`config.mk`:
```
export PLATFORM = sky130hd
export DESIGN_NAME = stream_byte_reassembler
export DESIGN_NICKNAME = d
export VERILOG_FILES = /design/src/sv/sbr_pkg.sv /design/src/sv/sbr_fifo.sv /design/src/sv/sbr_front.sv /design/src/sv/sbr_back.sv /design/src/sv/stream_byte_reassembler.sv
export SDC_FILE = /design/constraint.sdc
export NUM_CORES = 2
export LEC_CHECK = 0
export CAP_MARGIN = 20
export CORE_AREA = 2 2 447 449
export DETAILED_ROUTE_END_ITERATION = 7
export DIE_AREA = 0 0 449 451
export DONT_BUFFER_PORTS = 1
export GPL_TIMING_DRIVEN = 0
export HOLD_SLACK_MARGIN = 0.03
export PLACE_DENSITY = 0.46
export REMOVE_ABC_BUFFERS = 1
export SLEW_MARGIN = 20
export SYNTH_ARGS = -nofsm -noshare
export SYNTH_HDL_FRONTEND = slang
export SYNTH_SLANG_ARGS = --single-unit
```
`constraint.sdc`:
```
create_clock -name clk -period 21.3 [get_ports clk]
set_clock_uncertainty 0.15 [all_clocks]
set_input_delay 5.325 -clock clk [delete_from_list [all_inputs] [get_ports clk]]
set_output_delay 5.325 -clock clk [all_outputs]
set_load 0.005 [all_outputs]
```
`src/sv/sbr_pkg.sv`:
```
// ----------------------------------------------------------------------------
// Stream byte reassembler package
// Shared types and constants for the reassembler front end, engine and queues.
// ----------------------------------------------------------------------------
`default_nettype none

package sbr_pkg;

  localparam int WINDOW_DEPTH_DEF = 64;
  localparam int QUEUE_DEPTH      = 2;

  localparam int INDEX_W = 64;
  localparam int BYTE_W  = 8;
  localparam int SPACE_W = 7;
  localparam int COUNT_W = 7;

  // One classified input transaction as it travels from front end to engine.
  typedef struct packed {
    logic [INDEX_W-1:0] index;
    logic [INDEX_W-1:0] end_pos;
    logic [BYTE_W-1:0]  data;
    logic               has_byte;
    logic               ends;
    logic [SPACE_W-1:0] space;
  } cmd_t;

  // One result transaction.
  typedef struct packed {
    logic [BYTE_W-1:0]  data;
    logic               present;
    logic               last;
    logic               closed;
    logic [COUNT_W-1:0] pending;
  } res_t;

  typedef enum logic [2:0] {
    BK_IDLE,
    BK_SWEEP,
    BK_APPLY,
    BK_READ,
    BK_EMIT,
    BK_FINISH
  } back_state_t;

endpackage

`default_nettype wire

```
`src/sv/sbr_fifo.sv`:
```
// ----------------------------------------------------------------------------
// Small synchronous queue
// Register-based first-in first-out queue with full and empty flags.
// ----------------------------------------------------------------------------
`default_nettype none

module sbr_fifo #(
  parameter int WIDTH = 8,
  parameter int DEPTH = 2
) (
  input  wire logic             clk,
  input  wire logic             rst_n,
  input  wire logic             push,
  input  wire logic [WIDTH-1:0] wdata,
  output logic                  full,
  input  wire logic             pop,
  output logic [WIDTH-1:0]      rdata,
  output logic                  empty
);

  localparam int PTR_W = (DEPTH > 1) ? $clog2(DEPTH) : 1;
  localparam int CNT_W = $clog2(DEPTH + 1);

  logic [WIDTH-1:0] mem_r [DEPTH];
  logic [PTR_W-1:0] wr_ptr_r, wr_ptr_nxt;
  logic [PTR_W-1:0] rd_ptr_r, rd_ptr_nxt;
  logic [CNT_W-1:0] cnt_r, cnt_nxt;
  logic             do_push;
  logic             do_pop;

  assign full    = (cnt_r == CNT_W'(DEPTH));
  assign empty   = (cnt_r == '0);
  assign do_push = push && !full;
  assign do_pop  = pop && !empty;
  assign rdata   = mem_r[rd_ptr_r];

  always_comb begin
    wr_ptr_nxt = wr_ptr_r;
    rd_ptr_nxt = rd_ptr_r;
    cnt_nxt    = cnt_r;
    if (do_push) begin
      wr_ptr_nxt = (wr_ptr_r == PTR_W'(DEPTH - 1)) ? '0 : wr_ptr_r + 1'b1;
    end
    if (do_pop) begin
      rd_ptr_nxt = (rd_ptr_r == PTR_W'(DEPTH - 1)) ? '0 : rd_ptr_r + 1'b1;
    end
    if (do_push && !do_pop) begin
      cnt_nxt = cnt_r + 1'b1;
    end else if (do_pop && !do_push) begin
      cnt_nxt = cnt_r - 1'b1;
    end
  end

  always_ff @(posedge clk) begin
    if (!rst_n) begin
      wr_ptr_r <= '0;
      rd_ptr_r <= '0;
      cnt_r    <= '0;
    end else begin
      wr_ptr_r <= wr_ptr_nxt;
      rd_ptr_r <= rd_ptr_nxt;
      cnt_r    <= cnt_nxt;
    end
  end

  always_ff @(posedge clk) begin
    if (do_push) begin
      mem_r[wr_ptr_r] <= wdata;
    end
  end

endmodule

`default_nettype wire

```
`src/sv/sbr_front.sv`:
```
// ----------------------------------------------------------------------------
// Reassembler front end
// Accepts input transactions, computes the end position and queues commands.
// ----------------------------------------------------------------------------
`default_nettype none

module sbr_front
  import sbr_pkg::*;
(
  input  wire logic               clk,
  input  wire logic               rst_n,
  input  wire logic               push,
  output logic                    full,
  input  wire logic [INDEX_W-1:0] in_stream_index,
  input  wire logic [BYTE_W-1:0]  in_data_byte,
  input  wire logic               in_carries_byte,
  input  wire logic               in_ends_stream,
  input  wire logic [SPACE_W-1:0] in_space_free,
  output logic                    cmd_valid,
  output cmd_t                    cmd,
  input  wire logic               cmd_pop
);

  cmd_t cmd_in;
  logic cmd_empty;

  // The end position wraps modulo 2^64, as the stream position does.
  always_comb begin
    cmd_in.index    = in_stream_index;
    cmd_in.end_pos  = in_stream_index + INDEX_W'(in_carries_byte);
    cmd_in.data     = in_data_byte;
    cmd_in.has_byte = in_carries_byte;
    cmd_in.ends     = in_ends_stream;
    cmd_in.space    = in_space_free;
  end

  sbr_fifo #(
    .WIDTH ($bits(cmd_t)),
    .DEPTH (QUEUE_DEPTH)
  ) u_cmd_fifo (
    .clk   (clk),
    .rst_n (rst_n),
    .push  (push),
    .wdata (cmd_in),
    .full  (full),
    .pop   (cmd_pop),
    .rdata (cmd),
    .empty (cmd_empty)
  );

  assign cmd_valid = !cmd_empty;

endmodule

`default_nettype wire

```
`src/sv/sbr_back.sv`:
```
// ----------------------------------------------------------------------------
// Reassembler engine
// Holds the window ring, stores bytes, trims the window and drains in order.
// ----------------------------------------------------------------------------
`default_nettype none

module sbr_back
  import sbr_pkg::*;
#(
  parameter int WINDOW_DEPTH = WINDOW_DEPTH_DEF
) (
  input  wire logic clk,
  input  wire logic rst_n,
  input  wire logic cmd_valid,
  input  wire cmd_t cmd,
  output logic      cmd_pop,
  input  wire logic res_full,
  output logic      res_push,
  output res_t      res
);

  localparam int IDX_W = $clog2(WINDOW_DEPTH);
  localparam int CNT_W = $clog2(WINDOW_DEPTH + 1);
  localparam int SUM_W = IDX_W + 1;
  localparam int EXT_W = CNT_W + SPACE_W;

  back_state_t state_r, state_nxt;

  cmd_t                    cur_r, cur_nxt;
  logic [CNT_W-1:0]        cap_r, cap_nxt;
  logic [WINDOW_DEPTH-1:0] valid_r, valid_nxt;
  logic [IDX_W-1:0]        base_r, base_nxt;
  logic [INDEX_W-1:0]      next_r, next_nxt;
  logic [CNT_W-1:0]        pend_r, pend_nxt;
  logic [CNT_W-1:0]        lim_r, lim_nxt;
  logic [CNT_W-1:0]        n_r, n_nxt;
  logic                    end_known_r, end_known_nxt;
  logic [INDEX_W-1:0]      end_pos_r, end_pos_nxt;
  logic                    closed_r, closed_nxt;
  logic [BYTE_W-1:0]       rdata_r;
  logic [BYTE_W-1:0]       win_mem_r [WINDOW_DEPTH];

  logic [EXT_W-1:0]   space_ext;
  logic [CNT_W-1:0]   cap_sat;
  logic               sweep_go;
  logic [IDX_W-1:0]   sweep_slot;
  logic [INDEX_W-1:0] delta;
  logic [CNT_W-1:0]   delta_lo;
  logic               in_win;
  logic [IDX_W-1:0]   store_slot;
  logic               store_ok;
  logic [IDX_W-1:0]   base_inc;
  logic               more;
  logic [CNT_W-1:0]   n_plus;
  logic [INDEX_W-1:0] next_inc;
  logic               emit_last;
  logic               emit_closed;
  logic               at_end;
  logic               close_only;
  logic [CNT_W-1:0]   pend_dec;
  logic [EXT_W-1:0]   pend_dec_ext;
  logic [EXT_W-1:0]   pend_ext;
  logic               mem_we;
  logic               mem_re;

  // Ring slot of a window offset; the sum stays below twice the depth.
  function automatic logic [IDX_W-1:0] slot_add(input logic [IDX_W-1:0] b,
                                                input logic [CNT_W-1:0] off);
    logic [SUM_W-1:0] s;
    s = SUM_W'(b) + SUM_W'(off);
    if (s >= SUM_W'(WINDOW_DEPTH)) begin
      s = s - SUM_W'(WINDOW_DEPTH);
    end
    return s[IDX_W-1:0];
  endfunction

  assign space_ext = EXT_W'(cmd.space);
  assign cap_sat   = (space_ext > EXT_W'(WINDOW_DEPTH)) ? CNT_W'(WINDOW_DEPTH)
                                                         : CNT_W'(space_ext);

  // All valid slots lie at offsets below lim_r, so only [cap, lim) needs a trim.
  assign sweep_go   = (lim_r > cap_r);
  assign sweep_slot = slot_add(base_r, lim_r - 1'b1);

  assign delta      = cur_r.index - next_r;
  assign delta_lo   = delta[CNT_W-1:0];
  assign in_win     = cur_r.has_byte && (cur_r.index >= next_r) &&
                      (delta[INDEX_W-1:CNT_W] == '0) && (delta_lo < cap_r);
  assign store_slot = slot_add(base_r, delta_lo);
  assign store_ok   = in_win && !valid_r[store_slot];

  assign base_inc    = slot_add(base_r, CNT_W'(1));
  assign more        = (n_r < cap_r) && valid_r[base_r];
  assign n_plus      = n_r + 1'b1;
  assign next_inc    = next_r + 1'b1;
  assign emit_last   = !((n_plus < cap_r) && valid_r[base_inc]);
  assign emit_closed = end_known_r && (next_inc >= end_pos_r);
  assign at_end      = end_known_r && (next_r >= end_pos_r);
  assign close_only  = at_end && (n_r == '0);

  assign pend_dec     = pend_r - 1'b1;
  assign pend_dec_ext = EXT_W'(pend_dec);
  assign pend_ext     = EXT_W'(pend_r);

  // Next state.
  always_comb begin
    state_nxt = state_r;
    case (state_r)
      BK_IDLE: begin
        if (cmd_valid && !closed_r) begin
          state_nxt = BK_SWEEP;
        end
      end
      BK_SWEEP: begin
        if (!sweep_go) begin
          state_nxt = BK_APPLY;
        end
      end
      BK_APPLY: state_nxt = BK_READ;
      BK_READ: begin
        state_nxt = more ? BK_EMIT : BK_FINISH;
      end
      BK_EMIT: begin
        if (!res_full) begin
          state_nxt = BK_READ;
        end
      end
      BK_FINISH: begin
        if (!(close_only && res_full)) begin
          state_nxt = BK_IDLE;
        end
      end
      default: state_nxt = BK_IDLE;
    endcase
  end

  // Handshake outputs and result fields.
  always_comb begin
    cmd_pop     = 1'b0;
    res_push    = 1'b0;
    mem_we      = 1'b0;
    mem_re      = 1'b0;
    res.data    = rdata_r;
    res.present = 1'b1;
    res.last    = emit_last;
    res.closed  = emit_closed;
    res.pending = pend_dec_ext[COUNT_W-1:0];
    case (state_r)
      BK_IDLE:  cmd_pop = cmd_valid;
      BK_SWEEP: ;
      BK_APPLY: mem_we = store_ok;
      BK_READ:  mem_re = more;
      BK_EMIT:  res_push = !res_full;
      BK_FINISH: begin
        res_push    = close_only && !res_full;
        res.data    = '0;
        res.present = 1'b0;
        res.last    = 1'b1;
        res.closed  = 1'b1;
        res.pending = pend_ext[COUNT_W-1:0];
      end
      default: ;
    endcase
  end

  // Datapath next values.
  always_comb begin
    cur_nxt       = cur_r;
    cap_nxt       = cap_r;
    valid_nxt     = valid_r;
    base_nxt      = base_r;
    next_nxt      = next_r;
    pend_nxt      = pend_r;
    lim_nxt       = lim_r;
    n_nxt         = n_r;
    end_known_nxt = end_known_r;
    end_pos_nxt   = end_pos_r;
    closed_nxt    = closed_r;
    case (state_r)
      BK_IDLE: begin
        if (cmd_valid) begin
          cur_nxt = cmd;
          cap_nxt = cap_sat;
        end
      end
      BK_SWEEP: begin
        if (sweep_go) begin
          valid_nxt[sweep_slot] = 1'b0;
          if (valid_r[sweep_slot]) begin
            pend_nxt = pend_r - 1'b1;
          end
          lim_nxt = lim_r - 1'b1;
        end
      end
      BK_APPLY: begin
        if (store_ok) begin
          valid_nxt[store_slot] = 1'b1;
          pend_nxt              = pend_r + 1'b1;
        end
        if (in_win && (delta_lo >= lim_r)) begin
          lim_nxt = delta_lo + 1'b1;
        end
        if (cur_r.ends) begin
          end_known_nxt = 1'b1;
          end_pos_nxt   = cur_r.end_pos;
        end
        n_nxt = '0;
      end
      BK_READ: ;
      BK_EMIT: begin
        if (!res_full) begin
          valid_nxt[base_r] = 1'b0;
          base_nxt          = base_inc;
          next_nxt          = next_inc;
          pend_nxt          = pend_dec;
          n_nxt             = n_plus;
          lim_nxt           = lim_r - 1'b1;
        end
      end
      BK_FINISH: begin
        if (at_end) begin
          closed_nxt = 1'b1;
        end
      end
      default: ;
    endcase
  end

  always_ff @(posedge clk) begin
    if (!rst_n) begin
      state_r     <= BK_IDLE;
      valid_r     <= '0;
      base_r      <= '0;
      next_r      <= '0;
      pend_r      <= '0;
      lim_r       <= '0;
      n_r         <= '0;
      end_known_r <= 1'b0;
      end_pos_r   <= '0;
      closed_r    <= 1'b0;
    end else begin
      state_r     <= state_nxt;
      valid_r     <= valid_nxt;
      base_r      <= base_nxt;
      next_r      <= next_nxt;
      pend_r      <= pend_nxt;
      lim_r       <= lim_nxt;
      n_r         <= n_nxt;
      end_known_r <= end_known_nxt;
      end_pos_r   <= end_pos_nxt;
      closed_r    <= closed_nxt;
    end
  end

  always_ff @(posedge clk) begin
    cur_r <= cur_nxt;
    cap_r <= cap_nxt;
  end

  // Window byte store: one write port, one registered read port.
  always_ff @(posedge clk) begin
    if (mem_we) begin
      win_mem_r[store_slot] <= cur_r.data;
    end
    if (mem_re) begin
      rdata_r <= win_mem_r[base_r];
    end
  end

endmodule

`default_nettype wire

```
`src/sv/stream_byte_reassembler.sv`:
```
// Flow: the engine takes an accepted transaction from the command queue, trims the
//   slots that no longer fit when the free space shrinks, stores the byte, then reads
//   and emits each drained byte in order, stalling while the result queue is full.
// The engine takes no new transaction until it has finished with the last one.
// Reset: synchronous, active low; clears all slot valid bits, head, counts and end
//   state at once. No clearing pass; the byte store itself is not cleared.
// ----------------------------------------------------------------------------
// Stream byte reassembler
// Reorders stream bytes within a window ring and emits them in order.
// ----------------------------------------------------------------------------
`default_nettype none

module stream_byte_reassembler
  import sbr_pkg::*;
#(
  parameter int WINDOW_DEPTH = WINDOW_DEPTH_DEF
) (
  input  wire logic               clk,
  input  wire logic               rst_n,
  input  wire logic               push,
  output logic                    full,
  input  wire logic [INDEX_W-1:0] in_stream_index,
  input  wire logic [BYTE_W-1:0]  in_data_byte,
  input  wire logic               in_carries_byte,
  input  wire logic               in_ends_stream,
  input  wire logic [SPACE_W-1:0] in_space_free,
  output logic                    empty,
  input  wire logic               pop,
  output logic [BYTE_W-1:0]       out_byte,
  output logic                    out_byte_present,
  output logic                    out_run_last,
  output logic                    out_stream_closed,
  output logic [COUNT_W-1:0]      out_pending_count
);

  logic cmd_valid;
  cmd_t cmd;
  logic cmd_pop;
  logic res_full;
  logic res_push;
  res_t res_in;
  res_t res_out;

  sbr_front u_front (
    .clk             (clk),
    .rst_n           (rst_n),
    .push            (push),
    .full            (full),
    .in_stream_index (in_stream_index),
    .in_data_byte    (in_data_byte),
    .in_carries_byte (in_carries_byte),
    .in_ends_stream  (in_ends_stream),
    .in_space_free   (in_space_free),
    .cmd_valid       (cmd_valid),
    .cmd             (cmd),
    .cmd_pop         (cmd_pop)
  );

  sbr_back #(
    .WINDOW_DEPTH (WINDOW_DEPTH)
  ) u_back (
    .clk       (clk),
    .rst_n     (rst_n),
    .cmd_valid (cmd_valid),
    .cmd       (cmd),
    .cmd_pop   (cmd_pop),
    .res_full  (res_full),
    .res_push  (res_push),
    .res       (res_in)
  );

  sbr_fifo #(
    .WIDTH ($bits(res_t)),
    .DEPTH (QUEUE_DEPTH)
  ) u_res_fifo (
    .clk   (clk),
    .rst_n (rst_n),
    .push  (res_push),
    .wdata (res_in),
    .full  (res_full),
    .pop   (pop),
    .rdata (res_out),
    .empty (empty)
  );

  assign out_byte          = res_out.data;
  assign out_byte_present  = res_out.present;
  assign out_run_last      = res_out.last;
  assign out_stream_closed = res_out.closed;
  assign out_pending_count = res_out.pending;

endmodule

`default_nettype wire

```
=== Yosys cells after proc, flatten, opt, wreduce, memory -nomap -nowiden ===
Memory sizes are Yosys's and may differ from the RTL's. A register that Yosys moved wholly into a read port is not among the register bits.
Index checks and enable logic that the tools add are counted.
Widths: inputs -> output; s select.

* Register bits after elaboration: 377
* Bits in writable memories: 838
* Input bits: 85
* Output and inout port bits: 20
* Logic and storage cells: 202
* Memories kept: 3

{| class="wikitable"
|+ Memories
! name !! words !! width !! read ports !! clocked after memory_dff !! wr ports !! RTL line !! RTL
|-
| u_back.win_mem_r || 64 || 8 || 1 || 1 || 1 || sbr_back.sv:41 || <nowiki>logic [BYTE_W-1:0] win_mem_r [WINDOW_DEPTH];</nowiki>
|-
| u_front.u_cmd_fifo.mem_r || 2 || 145 || 1 || 1 || 1 || sbr_fifo.sv:24 || <nowiki>logic [WIDTH-1:0] mem_r [DEPTH];</nowiki>
|-
| u_res_fifo.mem_r || 2 || 18 || 1 || 1 || 1 || sbr_fifo.sv:24 ||
|}

* $add $sub $neg: 22
* Magnitude comparators: 19
* Equality and inequality tests: 15
* Muxes and demuxes: 61
* Bitwise gates (word level): 7
* Reductions and logical operators: 53

{| class="wikitable"
|+ Operators with widths
! kind !! count
|-
| $ge 64x64->1 || 3
|-
| $mux 64 || 3
|-
| $pmux 64 s3 || 1
|-
| $and 64x64->64 || 2
|-
| $not 64->64 || 2
|-
| $add 64x1->64 || 1
|-
| $add 64x1->64 const B || 1
|-
| $or 64x64->64 || 1
|-
| $sub 64x64->64 || 1
|-
| $logic_not 57->1 || 1
|-
| $mux 7 || 8
|-
| $pmux 7 s3 || 2
|-
| $lt 6x7->1 const B || 4
|-
| $mux 1 || 25
|-
| $bmux 1 s6 || 4
|-
| $logic_and 1x1->1 || 24
|-
| $add 7x1->7 const B || 3
|-
| $ge 7x7->1 const B || 3
|-
| $lt 7x7->1 || 3
|-
| $demux 1 s6 || 3
|-
| $ge 6x1->1 const B || 3
|-
| $mux 18 || 1
|-
| $mux 6 || 3
|-
| $pmux 3 s6 || 1
|-
| 30 further kinds || 74
|}

=== Logic depth before layout (Yosys ltp) ===
* Depth in word-level cells: 12
* Depth in mapped cells: 26

=== Cells and area by module ===
A second synthesis with hierarchy kept.

* Cells, all modules: 4,892
* Area total of the unflattened synthesis: 59,931.2 µm²

{| class="wikitable"
|+ By module, submodules not included
! module !! instances !! cells an instance !! area each (µm²)
|-
| sbr_back || 1 || 4,126 || 46,093.0
|-
| sbr_fifo at u_front.u_cmd_fifo || 1 || 476 || 10,886.7
|-
| sbr_fifo at u_res_fifo || 1 || 81 || 1,530.2
|-
| sbr_front || 1 || 209 || 1,421.4
|}

=== Least setup slack after synthesis ===
Ideal clock, no wire load.

* Kind: register to register
* Start point: register u_back.state_r[1]
* End point: register u_front.u_cmd_fifo.cnt_r[1]
* Setup time: 70 ps
* Data arrival time: 16,094 ps
* Path slack: 4,986 ps
* Stages on the path, launching flop included: 8
* Path buffers: 1
* Period minus slack after synthesis: 16,314 ps
* Path through: dfxtp_1 -> clkbuf_1 -> nor4_1 -> inv_1 -> ha_1 -> xor2_1 -> or3_1 -> a21oi_1

* Cells in the longest elaborated chain, start to end: 6
* Elaborated cells between the ends (all ways): 8
* Classes of those cells: mux (2); reduce/logical (6)

{| class="wikitable"
|+ Ends and longest elaborated chain
! element !! RTL line !! RTL
|-
| start: declaration || sbr_back.sv:27 || <nowiki>back_state_t state_r, state_nxt;</nowiki>
|-
| start signal: assignment || sbr_back.sv:242 || <nowiki>state_r <= state_nxt;</nowiki>
|-
| $logic_not 3->1 * || sbr_back.sv:148 || <nowiki>case (state_r)</nowiki>
|-
| $mux 1 * || sbr_back.sv:148 ||
|-
| named net cmd_pop || stream_byte_reassembler.sv:38 || <nowiki>logic cmd_pop;</nowiki>
|-
| $logic_and 1x1->1 * || sbr_fifo.sv:34 || <nowiki>assign do_pop = pop && !empty;</nowiki>
|-
| $logic_not 1->1 || sbr_fifo.sv:47 || <nowiki>if (do_push && !do_pop) begin</nowiki>
|-
| $logic_and 1x1->1 || sbr_fifo.sv:47 ||
|-
| $mux 2 or $reduce_bool 2->1 (tied branches) || -- ||
|-
| end signal: assignment || sbr_fifo.sv:62 || <nowiki>cnt_r <= cnt_nxt;</nowiki>
|-
| end: declaration || sbr_fifo.sv:27 || <nowiki>logic [CNT_W-1:0] cnt_r, cnt_nxt;</nowiki>
|}

The timed path passes the listed nets; every way through them passes the cells marked *.
A chain may end at the register's enable or synchronous reset.

==> impl_metrics.toml <==
[die]
io_pins = 105
coreArea_um2 = 198000
die_h_um = 451
initial_core_util_pct = 29.8
die_width_um = 449
dieArea_um2 = 202000
rows = 164

[detailed_routing]
viasPerCell = 5.27
wl_per_cell_um = 23.9
firstDrtPassIters = 6
vias = 40907
antenna_left = 0
drc = 0
drt_iter0_drc = 3507
drt_wl_total_um = 185000

[synth]
ys_types = 89
syn-mean-instance-area_um2 = 12.0
yosys_most_used_dff = "edfxtp_1"
synth_edf_count = 991
ys_seq_area_share_pct = 58.3
ys_warn_count = 0
async_flop_share_pct = 0
syn_area_um2 = 59100
ys_seq_elements = 1225
synthCells = 4941

[global_route]
first_global_vias = 40452
grt_pass1_wl_um = 275000
antenna_found_initial = 2
overflow = 0
grt.total_usage_pct = 17.9
grt_max_degree = 89

[clock_network]
cts_sinks = 1225
ctsLongestPathBuffers = 3
cts_resized = 0
cts-root-buf = "clkbuf_16"
cts_tree = "yes"
cts_setup_buffers = 0
clk_latency_ps = 780
cts_buffers = 135
cts_hold_buf = 0
cts-htree-levels = 4
clkSlewWorstSetupHoldPaths_ps = 50

[finish]
antennaDiodeCount = 0
seq_area_um2 = 34400
nFillCells = 19717
area.growth.synth_to_final_pct = 15.3
multi_input_area_um2 = 23300
final_cell_mix = "edfxtp_1 (991), nand2_1 (438), a22oi_1 (307), a21oi_1 (285), nor2_1 (248)"
layout_commonest_cell = "edfxtp_1"
fin_nets = 5329
drive_above_1_share_pct = 13.4

[critical_path]
critical_path_arrival_ps = 9330
path_max_fanout = 6
r2r_end = "u_back.win_mem_r[3][4]$_DFFE_PP_"
cp-end-kind = "flop"
rr_startpoint = "u_back.next_r[2]$_SDFFE_PN0P_"
reg2reg_slack_ps = 12700
r2r_cells = 21
required_ps = 21750
crit_type = "input pin to flop"
start_kind = "input pin"

[outcome]
status = "complete, no violations"

[sta]
fmax_mhz = 113
relSlewSlack_pct = 16.8
tns_ps = 0
setup_viol = 0
tightest_slew_ps = 1240
finalHoldViolCount = 0
hold-worst-slack_ps = 296
fin_crit_ps = 8880
drv_slew = 0
rsz0062_at_grt = "false"
post-route-period-util_pct = 41.7

[worst_hold_path]
hp-start = "u_back.closed_r$_SDFFE_PN0P_"
min_delay_worst_endpoint = "u_back.closed_r$_SDFFE_PN0P_"
hold_path_class = "flop to flop"
min_path_cells = 2

[run]
maxCapViolCount = 0

[placement]
gp_congestion = 0.925
dp_hpwl_um = 132000
port_buffers = 0

[power]
power.density_nw_per_um2 = 118
leakage_nw = 22.2
irDropWorstVdd_v = 0.0000974
metrics by stage:
step | worst slack (ps) | utilization [%] | total power [mW] | instance area [um^2] | cells
detailed placement | 11440 | 32.2 | 5.78 | 63800 | 7513
finish | 12420 | 34.4 | 8.05 | 68100 | 7758
floorplan | 5000 | - | 4.79 | 58100 | 4700
global placement | -6240 | 31.0 | 5.53 | 61400 | 7356
global route | 12140 | 34.4 | 8.44 | 68100 | 7758
CTS | 12270 | 34.3 | 8.10 | 68100 | 7757
sequential cells by signal (all words and copies together), names as in the netlist, 7 cells and up, named ones only:
register                  count
u_back.cap_r                  7
u_back.cur_r                138
u_back.end_pos_r             64
u_back.lim_r                  7
u_back.n_r                    7
u_back.next_r                64
u_back.pend_r                 7
u_back.rdata_r                8
u_back.valid_r               64
u_back.win_mem_r            512
u_front.u_cmd_fifo.mem_r    290
u_res_fifo.mem_r             36
power by group:
part	total, mW	switching, mW	internal (mW)
sequential	3.23	0.168	3.07
clock	2.29	0.994	1.30
combinational	2.52	1.72	0.798
total	8.05	2.88	5.16
critical path, stage by stage:
cell,delay (ps)
and3_1,170
nand3_1,270
nor3_1,340
and2_1,270
nand3_1,270
nor4_2,640
and3_1,390
nor2b_1,300
nor2b_1,460
and3_1,400
nand2_1,140
nor2_1,130
xor2_1,200
logic make-up (layout without fill, tap and decap cells):
family | count (synthesis) | in the layout | share of synthesized area [%]
simple gates | 1320 | 1320 | 11.2
compound gates | 1261 | 1261 | 14.2
flops | 1225 | 1225 | 58.3
buf+inv | 435 | 596 | 2.83
fa+ha+maj | 249 | 249 | 5.31
xor+xnor | 243 | 243 | 3.60
mux | 208 | 208 | 4.48
per-layer routing:
metal  GRT usage, %  part of all wire, %  vias to the layer above
li1               -                    -                    18953
met1           23.9                   44                    20487
met2           29.6                   48                     1201
met3           3.27                  5.5                      266
met4           5.22                  2.7                        0
met5              0                    0                        -
cell type report:
cell class | count | share of cell area [%]
sequential | 1225 | 50.6
multi-input combinational | 3281 | 34.2
clock buffer | 178 | 5.40
tap | 2656 | 4.88
timing repair buffer | 158 | 2.90
inverter | 194 | 1.08
clock inverter | 66 | 0.919
worst max path at each step:
stage	from	to	slack, ps
floorplan	u_back.state_r[0]$_SDFFE_PN0P_	u_front.u_cmd_fifo.cnt_r[1]$_SDFFE_PN0P_	5000
global placement	u_back.state_r[1]$_SDFFE_PN0P_	u_front.u_cmd_fifo.cnt_r[1]$_SDFFE_PN0P_	-6240
detailed placement	in_stream_index[4]	u_front.u_cmd_fifo.mem_r[0][78]$_DFFE_PP_	11440
CTS	in_stream_index[4]	u_front.u_cmd_fifo.mem_r[0][78]$_DFFE_PP_	12270
global route	in_stream_index[4]	u_front.u_cmd_fifo.mem_r[0][78]$_DFFE_PP_	12140
finish	in_stream_index[4]	u_front.u_cmd_fifo.mem_r[0][78]$_DFFE_PP_	12420
Yosys cell counts (27+ instances only):
| master | number | share of area, % |
|---|---|---|
| edfxtp_1 | 991 | 50 |
| nand2_1 | 440 | 2.8 |
| a22oi_1 | 307 | 3.9 |
| a21oi_1 | 285 | 2.4 |
| nor2_1 | 256 | 1.6 |
| ha_1 | 246 | 5.2 |
| dfxtp_1 | 234 | 7.9 |
| o21ai_0 | 197 | 1.7 |
| inv_1 | 192 | 1.2 |
| xnor2_1 | 190 | 2.8 |
| clkbuf_1 | 173 | 1.1 |
| mux2_2 | 162 | 3.1 |
| nand4_1 | 157 | 1.7 |
| nand3_1 | 104 | 0.88 |
| o21a_1 | 93 | 1.2 |
| nor3_1 | 71 | 0.60 |
| a21o_1 | 66 | 0.84 |
| xor2_1 | 53 | 0.79 |
| nor3_2 | 52 | 0.88 |
| a21boi_0 | 48 | 0.61 |
| buf_1 | 39 | 0.25 |
| a31oi_1 | 34 | 0.36 |
| nand2b_1 | 34 | 0.36 |
| nor4_1 | 33 | 0.35 |
| nor2b_1 | 31 | 0.33 |
| or3_1 | 30 | 0.32 |
| a221oi_1 | 29 | 0.43 |
| mux4_2 | 29 | 1.1 |
| buf_2 | 27 | 0.23 |
No activity file was read; power rests on OpenSTA's default activity.
